[src/rtl/vas_pkg.sv]
// Package for the voice allocator: sizes, codes and request/result structs.
`timescale 1ns / 1ps

package vas_pkg;

    localparam int VOICES       = 16;
    localparam int MONO_OUTPUTS = 8;
    localparam int VW           = $clog2(VOICES);
    localparam int SIDE_LEFT_MONO_COUNT = 4;

    localparam logic [1:0] OP_NOTE_ON  = 2'd0;
    localparam logic [1:0] OP_NOTE_OFF = 2'd1;
    localparam logic [1:0] OP_FINISHED = 2'd2;
    localparam logic [1:0] OP_CLEAR    = 2'd3;

    localparam logic [2:0] KIND_LEFT  = 3'd0;
    localparam logic [2:0] KIND_RIGHT = 3'd1;
    localparam logic [2:0] KIND_MONO  = 3'd2;

    localparam logic [6:0] LIMIT_RESET = 7'd4;

    typedef struct packed {
        logic [1:0]  op;
        logic [3:0]  channel;
        logic [6:0]  pitch;
        logic [15:0] note_id;
        logic        note_id_valid;
        logic [2:0]  output_kind;
        logic [2:0]  output_number;
        logic        one_shot;
        logic        release_is_zero;
        logic [3:0]  finished_voice;
    } vas_req_t;

    typedef struct packed {
        logic [3:0]  allocated_voice;
        logic        allocated;
        logic        mono_retired;
        logic        limit_stolen;
        logic [3:0]  stolen_voice;
        logic [15:0] released_mask;
        logic [15:0] freed_mask;
        logic [4:0]  active_count;
    } vas_res_t;

    // 0 left, 1 right, 2 none
    function automatic logic [1:0] side_of(input logic [5:0] routing);
        logic [1:0] s;
        s = 2'd2;
        if (routing[5:3] == KIND_LEFT)
            s = 2'd0;
        else if (routing[5:3] == KIND_RIGHT)
            s = 2'd1;
        else if (routing[5:3] == KIND_MONO)
            s = (32'(routing[2:0]) < SIDE_LEFT_MONO_COUNT) ? 2'd0 : 2'd1;
        return s;
    endfunction

endpackage

[src/rtl/voice_allocator_with_side_limits.sv]
// Voice allocator top level: request FSM scanning a voice table held in RAM.
// Throughput: one request at a time; the table RAM's single read port is
// scanned one entry per cycle, a second time for a note on only when no mono voice
// is reused and every voice is still active. A stalled result holds off the next
// request. Reset clears flags, sets next age to 1 and limit to 4; RAM needs no clearing.
`timescale 1ns / 1ps

module voice_allocator_with_side_limits
    import vas_pkg::*;
(
    input  logic        clk,
    input  logic        rst_n,
    input  logic        psel,
    input  logic        penable,
    input  logic        pwrite,
    input  logic [0:0]  paddr,
    input  logic [31:0] pwdata,
    output logic [31:0] prdata,
    output logic        pready,
    input  logic        in_valid,
    output logic        in_stall,
    input  vas_req_t    in_data,
    output logic        out_valid,
    input  logic        out_stall,
    output vas_res_t    out_data
);

    typedef enum logic [5:0] {
        S_IDLE  = 6'b000001,
        S_SCAN1 = 6'b000010,
        S_DEC1  = 6'b000100,
        S_SCAN2 = 6'b001000,
        S_WRITE = 6'b010000,
        S_DONE  = 6'b100000
    } state_t;

    // entry: channel, pitch, note id, routing, flags, age
    typedef struct packed {
        logic [3:0]  channel;
        logic [6:0]  pitch;
        logic [15:0] note_id;
        logic [5:0]  routing;
        logic [1:0]  flags;
        logic [31:0] age;
    } entry_t;

    entry_t mem [VOICES];
    entry_t rd_q;
    logic [VW-1:0] raddr;
    logic          we;
    logic [VW-1:0] waddr;
    entry_t        wdata;

    always_ff @(posedge clk)
    begin
        if (we)
            mem[waddr] <= wdata;
        rd_q <= mem[raddr];
    end

    state_t state_reg, state_next;
    logic [VOICES-1:0] act_reg, act_next, rel_reg, rel_next;
    logic [31:0] age_reg, age_next;
    logic [6:0]  limit_reg;
    vas_req_t    req_reg, req_next;
    vas_res_t    res_reg, res_next;
    logic        ov_reg, ov_next;
    logic [VW:0] idx_reg, idx_next;   // address issued
    logic        rv_reg, rv_next;     // read data valid this cycle
    logic [VW-1:0] ri_reg, ri_next;   // index of rd_q
    logic        done_reg, done_next; // id match stop (note off)
    logic        mono_hit_reg, mono_hit_next;
    logic [VW-1:0] mono_slot_reg, mono_slot_next;
    logic [VW:0] cnt_reg, cnt_next;
    logic        old_v_reg, old_v_next;
    logic [VW-1:0] old_i_reg, old_i_next;
    logic [31:0] old_a_reg, old_a_next;
    logic [VW-1:0] slot_reg, slot_next;

    logic accept_in;
    logic [5:0] req_routing;
    logic req_mono;
    logic [1:0] req_side;
    logic [6:0] lim;
    logic cur_act;
    logic match;

    assign pready = 1'b1;
    assign prdata = {25'd0, limit_reg};
    assign in_stall = (state_reg != S_IDLE) || (ov_reg && out_stall);
    assign accept_in = in_valid && !in_stall;
    assign out_valid = ov_reg;
    assign out_data = res_reg;

    assign req_routing = {req_reg.output_kind, req_reg.output_number};
    assign req_mono = (req_reg.output_kind == KIND_MONO)
        && (32'(req_reg.output_number) < MONO_OUTPUTS);
    assign req_side = side_of(req_routing);
    assign lim = (limit_reg == 7'd0) ? 7'd1 : limit_reg;
    assign cur_act = act_reg[ri_reg];

    always_ff @(posedge clk or negedge rst_n)
    begin
        if (!rst_n)
            limit_reg <= LIMIT_RESET;
        else if (psel && penable && pwrite && paddr == 1'b0)
            limit_reg <= pwdata[6:0];
    end

    always_comb
    begin
        state_next = state_reg;
        act_next = act_reg;
        rel_next = rel_reg;
        age_next = age_reg;
        req_next = req_reg;
        res_next = res_reg;
        ov_next = ov_reg && out_stall;
        idx_next = idx_reg;
        rv_next = 1'b0;
        ri_next = ri_reg;
        done_next = done_reg;
        mono_hit_next = mono_hit_reg;
        mono_slot_next = mono_slot_reg;
        cnt_next = cnt_reg;
        old_v_next = old_v_reg;
        old_i_next = old_i_reg;
        old_a_next = old_a_reg;
        slot_next = slot_reg;
        raddr = idx_reg[VW-1:0];
        we = 1'b0;
        waddr = slot_reg;
        wdata = '{channel: req_reg.channel, pitch: req_reg.pitch,
                  note_id: req_reg.note_id, routing: req_routing,
                  flags: {req_reg.release_is_zero, req_reg.one_shot},
                  age: age_reg};
        match = 1'b0;

        case (state_reg)
            S_IDLE:
            begin
                if (accept_in)
                begin
                    req_next = in_data;
                    res_next = '0;
                    idx_next = '0;
                    done_next = 1'b0;
                    mono_hit_next = 1'b0;
                    cnt_next = '0;
                    old_v_next = 1'b0;
                    case (in_data.op)
                        OP_NOTE_ON, OP_NOTE_OFF:
                            state_next = S_SCAN1;
                        OP_FINISHED:
                        begin
                            if (32'(in_data.finished_voice) < VOICES)
                            begin
                                act_next[in_data.finished_voice[VW-1:0]] = 1'b0;
                                rel_next[in_data.finished_voice[VW-1:0]] = 1'b0;
                            end
                            state_next = S_DONE;
                        end
                        default:
                        begin
                            act_next = '0;
                            rel_next = '0;
                            age_next = 32'd1;
                            state_next = S_DONE;
                        end
                    endcase
                end
            end

            // pass 1: mono match, side count and oldest (note on); matching (note off)
            S_SCAN1:
            begin
                if (idx_reg < (VW+1)'(VOICES))
                begin
                    rv_next = 1'b1;
                    ri_next = idx_reg[VW-1:0];
                    idx_next = idx_reg + 1'b1;
                end
                if (rv_reg)
                begin
                    if (req_reg.op == OP_NOTE_ON)
                    begin
                        if (cur_act && req_mono && !mono_hit_reg
                            && rd_q.routing == req_routing)
                        begin
                            mono_hit_next = 1'b1;
                            mono_slot_next = ri_reg;
                        end
                        if (cur_act && req_side != 2'd2
                            && side_of(rd_q.routing) == req_side)
                        begin
                            cnt_next = cnt_reg + 1'b1;
                            if (!old_v_reg || rd_q.age < old_a_reg)
                            begin
                                old_v_next = 1'b1;
                                old_i_next = ri_reg;
                                old_a_next = rd_q.age;
                            end
                        end
                    end
                    else
                    begin
                        match = req_reg.note_id_valid ? (rd_q.note_id == req_reg.note_id)
                                                      : (rd_q.pitch == req_reg.pitch);
                        if (!done_reg && cur_act && rd_q.channel == req_reg.channel
                            && match && !rd_q.flags[0])
                        begin
                            if (rd_q.flags[1])
                            begin
                                act_next[ri_reg] = 1'b0;
                                rel_next[ri_reg] = 1'b0;
                                res_next.freed_mask[ri_reg] = 1'b1;
                            end
                            else
                            begin
                                rel_next[ri_reg] = 1'b1;
                                res_next.released_mask[ri_reg] = 1'b1;
                            end
                            if (req_reg.note_id_valid)
                                done_next = 1'b1;
                        end
                    end
                    if (32'(ri_reg) == VOICES-1)
                        state_next = (req_reg.op == OP_NOTE_ON) ? S_DEC1 : S_DONE;
                end
            end

            S_DEC1:
            begin
                idx_next = '0;
                old_v_next = 1'b0;
                if (mono_hit_reg)
                begin
                    res_next.mono_retired = 1'b1;
                    slot_next = mono_slot_reg;
                    state_next = S_WRITE;
                end
                else
                begin
                    if (req_side != 2'd2 && old_v_reg && {2'b00, cnt_reg} >= lim)
                    begin
                        act_next[old_i_reg] = 1'b0;
                        rel_next[old_i_reg] = 1'b0;
                        res_next.limit_stolen = 1'b1;
                        res_next.stolen_voice = old_i_reg;
                    end
                    state_next = S_SCAN2;
                end
            end

            // pass 2: first inactive slot or oldest of all
            S_SCAN2:
            begin
                if (!(|(~act_reg)))
                begin
                    if (idx_reg < (VW+1)'(VOICES))
                    begin
                        rv_next = 1'b1;
                        ri_next = idx_reg[VW-1:0];
                        idx_next = idx_reg + 1'b1;
                    end
                    if (rv_reg)
                    begin
                        if (!old_v_reg || rd_q.age < old_a_reg)
                        begin
                            old_v_next = 1'b1;
                            old_i_next = ri_reg;
                            old_a_next = rd_q.age;
                            slot_next = ri_reg;
                        end
                        if (32'(ri_reg) == VOICES-1)
                            state_next = S_WRITE;
                    end
                end
                else
                begin
                    for (int i = VOICES-1; i >= 0; i--)
                        if (!act_reg[i])
                            slot_next = VW'(i);
                    state_next = S_WRITE;
                end
            end

            S_WRITE:
            begin
                we = 1'b1;
                act_next[slot_reg] = 1'b1;
                rel_next[slot_reg] = 1'b0;
                age_next = age_reg + 32'd1;
                res_next.allocated = 1'b1;
                res_next.allocated_voice = slot_reg;
                state_next = S_DONE;
            end

            S_DONE:
            begin
                if (!(ov_reg && out_stall))
                begin
                    res_next.active_count = 5'($countones(act_reg));
                    ov_next = 1'b1;
                    state_next = S_IDLE;
                end
            end

            default:
                state_next = S_IDLE;
        endcase
    end

    always_ff @(posedge clk or negedge rst_n)
    begin
        if (!rst_n)
        begin
            state_reg <= S_IDLE;
            act_reg <= '0;
            rel_reg <= '0;
            age_reg <= 32'd1;
            ov_reg <= 1'b0;
            rv_reg <= 1'b0;
        end
        else
        begin
            state_reg <= state_next;
            act_reg <= act_next;
            rel_reg <= rel_next;
            age_reg <= age_next;
            ov_reg <= ov_next;
            rv_reg <= rv_next;
        end
    end

    always_ff @(posedge clk)
    begin
        req_reg <= req_next;
        res_reg <= res_next;
        idx_reg <= idx_next;
        ri_reg <= ri_next;
        done_reg <= done_next;
        mono_hit_reg <= mono_hit_next;
        mono_slot_reg <= mono_slot_next;
        cnt_reg <= cnt_next;
        old_v_reg <= old_v_next;
        old_i_reg <= old_i_next;
        old_a_reg <= old_a_next;
        slot_reg <= slot_next;
    end

endmodule
[config.mk]
export PLATFORM = sky130hd
export DESIGN_NAME = voice_allocator_with_side_limits
export DESIGN_NICKNAME = d
export VERILOG_FILES = /design/src/rtl/vas_pkg.sv /design/src/rtl/voice_allocator_with_side_limits.sv
export SDC_FILE = /design/constraint.sdc
export NUM_CORES = 2
export LEC_CHECK = 0
export BUFFER_PORTS_ARGS = -buffer_cell sky130_fd_sc_hd__buf_2
export CAP_MARGIN = 10
export CORE_UTILIZATION = 55
export CTS_CLUSTER_DIAMETER = 150
export DETAILED_ROUTE_END_ITERATION = 10
export PLACE_DENSITY = 0.72
export SLEW_MARGIN = 10
export SYNTH_ARGS = -nofsm -noshare
export SYNTH_HDL_FRONTEND = slang
export SYNTH_SLANG_ARGS = --single-unit
[constraint.sdc]
create_clock -name clk -period 7.8 [get_ports clk]
set_clock_uncertainty 0.2 [all_clocks]
set_input_delay 0.78 -clock clk [delete_from_list [all_inputs] [get_ports clk]]
set_output_delay 0.78 -clock clk [all_outputs]
set_load 0.02 [all_outputs]
==> Yosys cells after proc, flatten, opt, wreduce, memory -nomap -nowiden <==
Memories as Yosys holds them, arrays and structs flattened. A register that Yosys moved wholly into a read port is not among the register bits.
Index checks and enable logic that the tools add are counted.
{ "classes": {"n_bitwise": 11, "n_mux": 130, "n_addsub": 18, "n_reduce_logical": 62, "eq_ne": 43, "magnitude_cmp": 13} }
{ "ops": {"columns": ["cell", "n"], "rows": [
  ["32-bit 2-to-1 mux", 11],
  ["32-bit one-hot mux with 2 select lines", 3],
  ["16-bit 2-to-1 mux", 9],
  ["4-bit 2-to-1 mux", 28],
  ["16-bit inverter", 4],
  ["16-bit one-hot mux with 4 select lines", 1],
  ["6-bit 2-to-1 mux", 9],
  ["5-bit 2-to-1 mux", 10],
  ["16-bit AND", 3],
  ["48-bit 2-to-1 mux", 1],
  ["16-bit OR", 3],
  ["2-bit inequality test (second input constant)", 20],
  ["6-bit one-hot mux with 6 select lines", 1],
  ["32-bit by 1-bit adder with 32-bit output (second input constant)", 1],
  ["32-bit less-than comparator", 1],
  ["16-bit one-hot mux with 2 select lines", 1],
  ["5-bit one-hot mux with 2 select lines", 3],
  ["6-bit AND reduction", 5],
  ["1-bit 2-to-1 mux", 29],
  ["4-bit one-hot mux with 2 select lines", 3],
  ["1-bit logical AND", 20],
  ["4-bit by 5-bit less-than comparator with 1-bit output (second input constant)", 4],
  ["5-bit one-hot mux with 4 select lines", 1],
  ["2-bit 2-to-1 mux", 9],
  ["other kinds (51)", 97]
]} }
{ "totals": {"ram_bits": 1072, "output_inout_bits": 83, "register_bits": 210, "input_bits": 82, "elab_cells": 311, "mem_count": 1} }
{ "memory_table": {"columns": ["memory", "depth", "width", "read_ports", "rd_ports_with_merged_regs", "write_ports", "line", "source"], "rows": [
  ["mem", 16, 67, 1, 1, 1, "voice_allocator_with_side_limits.sv:47", "entry_t mem [VOICES];"]
]} }

==> Logic depth before layout (Yosys ltp) <==
{ "logic_depth": {"depth_word": 18, "depth_mapped": 14, "depth_no_buf": 14} }

==> Worst setup path before layout <==
OpenSTA, ideal clock, no wires.
{ "synth_timing": {"path_type": "reg2reg", "start": "register state_reg[3]", "end": "memory mem[8][0] (netlist name), enable pin", "path_slack_ns": 0.963, "arrival_ns": 6.062, "setup_ns": 0.576, "path_buffers": 0, "required_ns": 7.024, "period_less_slack_ns": 6.837, "path_stages_with_launch": 7, "path_cell_list": "dfrtp_1 > nor4_1 > nand3b_1 > inv_1 > and2_1 > nand2b_1 > nor3_1"} }
{ "synth_via": {"elab_chain_len": 4} }
{ "synth_rtl": {"columns": ["element", "line", "source"], "rows": [
  ["from (decl)", "voice_allocator_with_side_limits.sv:61", "state_t state_reg, state_next;"],
  ["from (signal assigned)", "voice_allocator_with_side_limits.sv:327", "state_reg <= state_next;"],
  ["6-bit by 5-bit equality test with 1-bit output", "voice_allocator_with_side_limits.sv:139", "case (state_reg)"],
  ["1-bit 2-to-1 mux", "voice_allocator_with_side_limits.sv:139", null],
  ["1-bit 2-to-1 mux", "voice_allocator_with_side_limits.sv:56", "if (we)"],
  ["1-bit 2-to-1 mux (not written as such)", "voice_allocator_with_side_limits.sv:57", "mem[waddr] <= wdata;"],
  ["to (decl)", "voice_allocator_with_side_limits.sv:47", null]
]} }
Every way passes these cells.

==> Worst setup path in the final report <==
{ "layout_timing": {"start": "register state_reg[3]", "end": "memory mem[8][22] (netlist name), enable pin"} }
Same word-level chain as after synthesis.

==> flow_summary.json <==
{
  "synth_xor_area_share_pct": 0.819,
  "via_per_inst": 6.15,
  "reg2reg_to": "mem[8][22]$_DFFE_PP_",
  "cts-root-buf": "clkbuf_16",
  "crit_end": "mem[8][22]$_DFFE_PP_",
  "vias": 25556,
  "synth_edf_count": 1219,
  "reg2regPathDepth": 8,
  "io_buffers": 113,
  "die_x_um": 311,
  "grt_usage_pct": 23.3,
  "drc_errors": 0,
  "slew_viol_final": 0,
  "dpl.hpwl_mm": 58.5,
  "hold_path_class": "primary input to flop",
  "routed_wl_mm": 110,
  "netlist_area_sq_um": 52400,
  "vdd_ir_drop_max_uv": 445,
  "grt_setup_unrepaired": "no",
  "finalSetupTns_ps": 0,
  "first_iter_violations": 2497,
  "drive_gt1_share_pct": 25.4,
  "synthMuxAreaShare_pct": 14.8,
  "antennaDiodeCount": 0,
  "post-place-ws_ps": 3070,
  "pin_count": 165,
  "final_nets": 2927,
  "grt_max_degree": 119,
  "clkSinkCount": 1349,
  "layout.cells.most_common": "edfxtp_1",
  "worst-path-stages": 8,
  "antenna_found_initial": 1,
  "synthSimpleGateAreaFrac_pct": 3.52,
  "wl_per_cell_um": 26.5,
  "cts_tree": "yes",
  "cts_buffer_depth": 3,
  "max_stage_delay_ps": 960,
  "top_register": "mem",
  "synthFlopType": "edfxtp_1",
  "cp-start-kind": "flop",
  "gp_congestion": 0.848,
  "clk-insertion-delay-late_ps": 760,
  "worst_pin_slew_ps": 1160,
  "grt_pass1_vias": 26262,
  "whs_ps": 38.1,
  "clkSlewWorstSetupHoldPaths_ps": 60,
  "cp_max_fo": 59,
  "fp.coreArea_sq_um": 93900,
  "synth_fa_ha_area_share_pct": 1.46,
  "worstPathArrival_ps": 4920,
  "largest_reg_flops": 1072,
  "drt-pass1-iter-count": 7,
  "cts_buffers": 135,
  "synth_compound_area_share_pct": 2.22,
  "overflow": 0,
  "dieHeight_um": 311,
  "synth_seq_cells": 1349,
  "worst_slack_ps": 3050,
  "synth_top_family_by_area": "multiplexers",
  "crit_type": "flop to flop",
  "ys_warn_count": 0,
  "r2r_slack_ps": 3050,
  "setup_viol": 0,
  "totalPowerFinal_mw": 19.3,
  "synth_top_area_share_pct": 69.8,
  "power_density_nw_per_um2": 326,
  "ys_types": 66,
  "seq_area_frac_synth_pct": 75.4,
  "ant_nets": 0,
  "synthToLayoutAreaGrowth_pct": 13.1,
  "synth_area_leaders": "edfxtp_1, mux4_2, dfrtp_1",
  "h-tree-depth": 4,
  "slew_headroom_pct": 22.3,
  "hold_violations": 0,
  "final_cell_mix": "edfxtp_1, mux4_2, nor2_1",
  "endpoint_kind": "flop",
  "crit_buf_inv": 3,
  "initial_utilization_pct": 55.8,
  "avgSynthCellArea_sq_um": 20.4,
  "outcome": "complete, no violations",
  "period_share_pct": 60.9,
  "netlist_instances": 2571,
  "hp-start": "in_data[20]",
  "fmax_mhz": 210,
  "ys_async_sr_fraction_pct": 4.67,
  "required_ps": 7970,
  "drv_cap": 0,
  "num_rows": 112,
  "crit_slowest_cell": "nor3_2",
  "min_period_ps": 4750,
  "worstPathCellList": "nor4_1 > nand3b_1 > inv_1 > buf_4 > and2_1 > nand2b_1 > nor3_2 > buf_12",
  "synth_area_leader_cell": "edfxtp_1",
  "die-area_sq_um": 96600,
  "fin_cells": 4158,
  "startpoint": "state_reg[3]$_DFFE_PN0P_",
  "critPathTopFamily": "simple AND/OR/NAND/NOR gates",
  "dp.cells": 3879,
  "rr_startpoint": "state_reg[3]$_DFFE_PN0P_",
  "grt_pass1_wl_mm": 167,
  "leakagePower_nw": 20.1
}
per-layer routing:
| metal | vias up | track usage [%] | wire length [um] |
|---|---|---|---|
| li1 | 10865 | - | - |
| met1 | 13491 | 32.4 | 44900 |
| met2 | 1039 | 38.8 | 56000 |
| met3 | 161 | 3.52 | 7340 |
| met4 | 0 | 6.59 | 2110 |
| met5 | - | 0 | 0 |
Yosys cell counts (18+ instances only):
cell / n
edfxtp_1: 1219
mux4_2: 339
nor2_1: 154
inv_1: 75
dfxtp_1: 67
clkbuf_1: 66
dfrtp_1: 60
o21ai_0: 55
nand2_1: 46
ha_1: 45
xor2_1: 36
a21oi_1: 32
nand3_1: 31
nor3_1: 30
buf_4: 28
buf_2: 23
nand2b_1: 19
a211oi_1: 18
report_power, final:
part,switching [mW],internal [mW],total (mW)
Combinational,1.97,1.95,3.91
Sequential,0.463,8.51,8.97
Clock,2.73,3.69,6.42
logic make-up (layout without fill, tap and decap cells):
| kind of cell | count (synthesis) | count (layout) |
|---|---|---|
| multiplexers | 352 | 352 |
| AO/OA/AOI/OAI | 182 | 182 |
| flip-flops | 1349 | 1349 |
| buffers and inverters | 206 | 515 |
| adder cells (fa/ha/maj) | 55 | 55 |
| XOR/XNOR | 49 | 49 |
| other | 2 | 26 |
| AND/OR/NAND/NOR | 376 | 376 |
worst min-delay path by stage:
stage,slack [ps],end,depth (start not counted)
finish,40,req_reg[20]$_DFFE_PP_,1
detailed placement,220,old_a_reg[9]$_DFFE_PP_,0
floorplan,200,old_a_reg[0]$_DFFE_PP_,0
global route,20,req_reg[20]$_DFFE_PP_,1
global placement,220,old_a_reg[22]$_DFFE_PP_,0
CTS,3,req_reg[20]$_DFFE_PP_,1
metrics by stage:
step / util (%) / cell area, sq um
finish: 63.2 / 59300
global route: 63.2 / 59300
CTS: 63.2 / 59300
detailed placement: 58.2 / 54600
global placement: 58.2 / 54600
floorplan: - / 52500
final cells by class:
class / instances / area (sq um)
multi-input cells: 1040 / 12200
repair buffers: 188 / 1300
fillers: 6246 / 34600
clock buffers: 178 / 3630
clock inverters: 73 / 790
well taps: 1254 / 1570
flip-flops and latches: 1349 / 39500
inverters: 76 / 285
worst reg2reg max path, stage by stage, from the launching register on:
cell and delay [ps]:
dfrtp_1 480, nor4_1 480, nand3b_1 710, inv_1 190
buf_4 270, and2_1 220, nand2b_1 300, nor3_2 970
buf_12 490
repair_timing:
action                    CTS  global route
hold endpoints to repair   28             0
hold buffers               28             0
gates resized for setup     0             0
buffers inserted            0             0
No activity file was read; power rests on OpenSTA's default activity.
